==> src/rlbc_pkg.sv <==
// Shared types and codes for the reference-counted LRU block cache.
`default_nettype none

package rlbc_pkg;

	// Slot index width inside the block; it covers up to 256 slots.
	localparam int IDX_W = 8;
	localparam logic [7:0] COUNT_MAX = 8'hFF;

	typedef enum logic [1:0] {
		FUNC_GET     = 2'd0,
		FUNC_RELEASE = 2'd1,
		FUNC_PIN     = 2'd2,
		FUNC_UNPIN   = 2'd3
	} func_t;

	typedef enum logic [1:0] {
		STATUS_OK     = 2'd0,
		STATUS_NOFREE = 2'd1,
		STATUS_UNDER  = 2'd2,
		STATUS_SAT    = 2'd3
	} status_t;

	typedef struct packed {
		func_t       func;
		logic [7:0]  device_id;
		logic [31:0] block_number;
		logic [4:0]  slot_index;
		logic [31:0] now_tick;
	} req_t;

	typedef struct packed {
		logic [4:0] result_slot;
		logic       hit;
		logic       need_fill;
		status_t    status;
	} rsp_t;

	// Search key broadcast to every cell while a word is in flight.
	typedef struct packed {
		logic [7:0]       device;
		logic [31:0]      block;
		logic [IDX_W-1:0] sel_idx;
	} key_t;

	// Partial search result handed from cell to cell.
	typedef struct packed {
		logic             live;
		logic             hit_found;
		logic [IDX_W-1:0] hit_idx;
		logic [7:0]       hit_cnt;
		logic             hit_valid;
		logic             free_found;
		logic [IDX_W-1:0] vic_idx;
		logic [31:0]      vic_time;
		logic [7:0]       sel_cnt;
	} token_t;

	typedef enum logic [1:0] {
		CMD_NONE  = 2'd0,
		CMD_INC   = 2'd1,
		CMD_DEC   = 2'd2,
		CMD_RETAG = 2'd3
	} cmd_op_t;

	// Slot update broadcast to the cells at the end of a request.
	typedef struct packed {
		logic             en;
		cmd_op_t          op;
		logic [IDX_W-1:0] idx;
		logic             set_valid;
		logic             stamp;
		logic [7:0]       device;
		logic [31:0]      block;
		logic [31:0]      tick;
	} cmd_t;

endpackage

`default_nettype wire

==> src/rlbc_cell.sv <==
// One buffer slot: tag, count, release time and valid bit, plus one search stage.
`default_nettype none

module rlbc_cell #(
	parameter int CELL_INDEX = 0
) (
	input  wire                     clk,
	input  wire                     arst_n,
	input  wire rlbc_pkg::key_t     key,
	input  wire rlbc_pkg::token_t   tok_in,
	output rlbc_pkg::token_t        tok_out,
	input  wire rlbc_pkg::cmd_t     cmd
);

	localparam int IW = rlbc_pkg::IDX_W;
	localparam logic [IW-1:0] MY_IDX = IW'(CELL_INDEX);

	logic [7:0]       dev_q;
	logic [31:0]      blk_q;
	logic [7:0]       cnt_q;
	logic [31:0]      time_q;
	logic             valid_q;
	rlbc_pkg::token_t tok_q;
	rlbc_pkg::token_t tok_nxt;
	logic             match;

	assign match = (dev_q == key.device) && (blk_q == key.block);

	// First match wins; a free slot replaces the victim only on a strictly older time.
	always_comb begin
		tok_nxt = tok_in;
		if (!tok_in.hit_found && match) begin
			tok_nxt.hit_found = 1'b1;
			tok_nxt.hit_idx   = MY_IDX;
			tok_nxt.hit_cnt   = cnt_q;
			tok_nxt.hit_valid = valid_q;
		end
		if ((cnt_q == 8'd0) && (!tok_in.free_found || (time_q < tok_in.vic_time))) begin
			tok_nxt.free_found = 1'b1;
			tok_nxt.vic_idx    = MY_IDX;
			tok_nxt.vic_time   = time_q;
		end
		if (key.sel_idx == MY_IDX) begin
			tok_nxt.sel_cnt = cnt_q;
		end
	end

	always_ff @(posedge clk or negedge arst_n) begin
		if (!arst_n) begin
			dev_q   <= '0;
			blk_q   <= '0;
			cnt_q   <= '0;
			time_q  <= '0;
			valid_q <= 1'b0;
			tok_q   <= '0;
		end else begin
			tok_q <= tok_nxt;
			if (cmd.en && (cmd.idx == MY_IDX)) begin
				unique case (cmd.op)
					rlbc_pkg::CMD_INC: begin
						cnt_q <= cnt_q + 8'd1;
					end
					rlbc_pkg::CMD_DEC: begin
						cnt_q <= cnt_q - 8'd1;
						if (cmd.stamp) begin
							time_q <= cmd.tick;
						end
					end
					rlbc_pkg::CMD_RETAG: begin
						dev_q <= cmd.device;
						blk_q <= cmd.block;
						cnt_q <= 8'd1;
					end
					rlbc_pkg::CMD_NONE: begin
					end
					default: begin
					end
				endcase
				if (cmd.set_valid) begin
					valid_q <= 1'b1;
				end
			end
		end
	end

	assign tok_out = tok_q;

endmodule

`default_nettype wire

==> config.mk <==
export PLATFORM = sky130hd
export DESIGN_NAME = rlbc_cell
export DESIGN_NICKNAME = d
export VERILOG_FILES = /design/src/rlbc_pkg.sv /design/src/rlbc_cell.sv
export SDC_FILE = /design/constraint.sdc
export NUM_CORES = 1
export LEC_CHECK = 0
export ABC_CLOCK_PERIOD_IN_PS = 2900
export BUFFER_PORTS_ARGS = -buffer_cell sky130_fd_sc_hd__buf_2
export CELL_PAD_IN_SITES_DETAIL_PLACEMENT = 1
export CELL_PAD_IN_SITES_GLOBAL_PLACEMENT = 1
export CORE_MARGIN = 4
export CORE_UTILIZATION = 38
export CTS_CLUSTER_DIAMETER = 150
export DETAILED_ROUTE_END_ITERATION = 7
export PLACE_DENSITY_LB_ADDON = 0.1
export SYNTH_ARGS = -nofsm -noshare
export SYNTH_HDL_FRONTEND = slang
export SYNTH_SLANG_ARGS = --single-unit
==> constraint.sdc <==
create_clock -name clk -period 2.9 [get_ports clk]
set_clock_uncertainty 0.1 [all_clocks]
set_input_delay 0.145 -clock clk [delete_from_list [all_inputs] [get_ports clk]]
set_output_delay 0.145 -clock clk [all_outputs]
set_load 0.005 [all_outputs]
==> results.json <==
{
  "status": "finished, violations left",
  "violations": "negative setup slack",
  "num-nets-final": 1197,
  "die_area_mm2": 0.02051,
  "cts_tree": "built",
  "fmax_mhz": 344.5,
  "cp_slowest_stage_delay_ns": 0.58,
  "synthArstFlopShare_pct": 100.0,
  "grt_pass1_vias": 6714,
  "p_leak_nw": 5.449,
  "cp_common_cell": "a21oi_1",
  "port_buffers": 270,
  "rsz0062_at_grt": "true",
  "dp_hpwl_um": 14560,
  "setup_ws_ns": -0.002561,
  "dpl_worst_slack_ns": 0.04659,
  "synthCells": 525,
  "synth_seq_cells": 149,
  "place.gp.congestion": 0.8061,
  "yosysTopAreaCellShare_pct": 53.67,
  "place_inst": 1019,
  "startpoint_type": "primary input",
  "cts-htree-levels": 4,
  "ir_drop_v": 0.0003888,
  "ant_nets": 0,
  "crit_required_ns": 3.09,
  "path_cells": "dlygate4sd3_1 > buf_2 > inv_1 > ha_1 > a21o_1 > a21oi_1 > a21oi_1 > or4b_4 > a211oi_4 > buf_4 > clkbuf_16 > mux2_2",
  "startpoint": "tok_in[14]",
  "synth_area_per_cell_um2": 13.23,
  "clock_latency_ns": 0.41,
  "period_minus_slack_ns": 2.903,
  "grt_overflow": 0,
  "setup_violations": 2,
  "r2r_start": "time_q[6]",
  "layout_commonest_cell": "buf_2",
  "dr.pass1.iters": 4,
  "drc": 0,
  "drive_gt1_share_pct": 45.04,
  "min_period_over_period_pct": 100.1,
  "ys_top_cells_by_area": "dfrtp_1 54%, mux2_2 19%, ha_1 6.7%",
  "clock_tree.root_cell": "clkbuf_16",
  "grt_pass1_wl_um": 34520,
  "syn_area_mm2": 0.006947,
  "drt-vias-per-instance": 4.809,
  "synth_area_leader_cell": "dfrtp_1",
  "path_clk_slew_ns": 0.06,
  "area_growth_pct": 55.26,
  "crit_type": "primary input to flip-flop",
  "path_buf_inv": 5,
  "num_rows": 49,
  "crit_family": "buffers and inverters",
  "dr.first_iter.drc_count": 157,
  "slew_viol_final": 0,
  "wl_um": 22450,
  "die_h_um": 143.2,
  "arrival_ns": 3.10,
  "relSlewSlack_pct": 60.88,
  "coreArea_mm2": 0.01796,
  "layout_common_cells": "269 x buf_2, 149 x dfrtp_1, 143 x dlygate4sd3_1",
  "pwr_density_cell_mw_per_mm2": 478.6,
  "vias": 5761,
  "grt_usage_pct": 21.55,
  "hp-class": "primary input to flip-flop",
  "synth_warnings": 0,
  "cap_violations": 0,
  "post_drt_wl_per_cell_um": 18.74,
  "synth.net_count": 766,
  "cts_made_buffers": 17,
  "cp_slowest_cell": "or4b_4",
  "synthDistinctLibCells": 40,
  "critPathCaptureType": "flip-flop",
  "grt_max_degree": 61,
  "stdcell_count": 1198,
  "clock-sinks": 149,
  "crit_fanout": 15,
  "start_util_pct": 38.67,
  "min_from": "cmd[80]",
  "holdWs_ns": 0.1009,
  "seq_area_frac_synth_pct": 53.67,
  "die_width_um": 143.2,
  "io_pins": 271,
  "tightest_slew_ns": 0.5829,
  "cts_buffer_depth": 2,
  "ys.flop_type": "dfrtp_1",
  "total_power_w": 0.005162,
  "hold_viol_final": 0,
  "synth-edff-count": 0,
  "grt_antenna_before_repair": 2
}
## cell families after synthesis
family | count (synthesis) | synth area share (%)
and+or+nand+nor | 81 | 6.574
DFF | 149 | 53.67
muxes | 124 | 20.05
adders and majority gates | 38 | 6.952
AOI/OAI and AO/OA | 43 | 4.215
buffers and inverters | 45 | 2.864
xor gates and xnor gates | 45 | 5.674
## worst min-delay path, stage by stage
cell and delay, ns:
buf_2 0.09, nor2b_1 0.05, nand3_1 0.12, nand2_1 0.07, o211ai_1 0.08
## synth_stat cells, types with 4 or more instances
library cell,instances
a21o_1,4
a21oi_1,17
a22o_1,6
buf_1,4
dfrtp_1,149
ha_1,37
inv_1,32
mux2_2,118
nand2_1,11
nand3_1,5
nand4_1,12
nor2_1,9
nor2b_1,20
nor4_1,11
o21ai_0,5
xnor2_1,36
xor2_1,9
## flip-flops by register name (all words and copies together), names as in the netlist
register / count
tok_out: 68
blk_q: 32
time_q: 32
cnt_q: 8
dev_q: 8
valid_q: 1
## final timing paths
path	cells past startpoint	slack [ns]	endpoint
setup / recovery	12	-0.003	tok_out[27]
hold / removal	5	0.10	cnt_q[7]
setup reg to reg	9	0.01	tok_out[27]
hold reg to reg	1	0.36	valid_q
max in group asynchronous	3	1.63	cnt_q[6]
min in group asynchronous	2	0.14	tok_out[46]
## area by class of cell
cell class,count,area (µm²)
diodes,1,2.502
clock buffers,22,454.2
clock inverters,9,176.4
fillers,1863,7178
inverters,32,120.1
multi-input cells,331,3065
flip-flops and latches,149,3729
well taps,229,286.5
repair buffers,425,2952
## per-layer routing
layer | GRT usage (%) | routed length, µm
met1 | 24.82 | 8779
met2 | 39.66 | 11910
met3 | 4.789 | 1303
met4 | 6.803 | 422
met5 | 0 | 27
## stage by stage
| step | TNS, ns | cell area, µm² | util (%) |
|---|---|---|---|
| floorplan | 0 | 6947 | - |
| global placement | 0 | 8627 | 48.03 |
| detailed placement | 0 | 8627 | 48.03 |
| CTS | 0 | 10690 | 59.50 |
| global route | -0.9244 | 10780 | 60.03 |
| finish | -0.004222 | 10790 | 60.04 |
## what timing repair did
action                                  4_1_cts  5_1_grt
setup buffers                                 0        2
gates resized for setup                       0        6
endpoints found under the setup margin        0       33
hold endpoints to repair                    193        0
hold buffers                                143        0
## power by group
| group | switching (W) | internal (W) |
|---|---|---|
| Sequential | 0.0000283 | 0.00214 |
| Clock | 0.000854 | 0.00155 |
| Combinational | 0.000237 | 0.000354 |
| Total | 0.00112 | 0.00404 |
(Power assumes the default switching activity.)
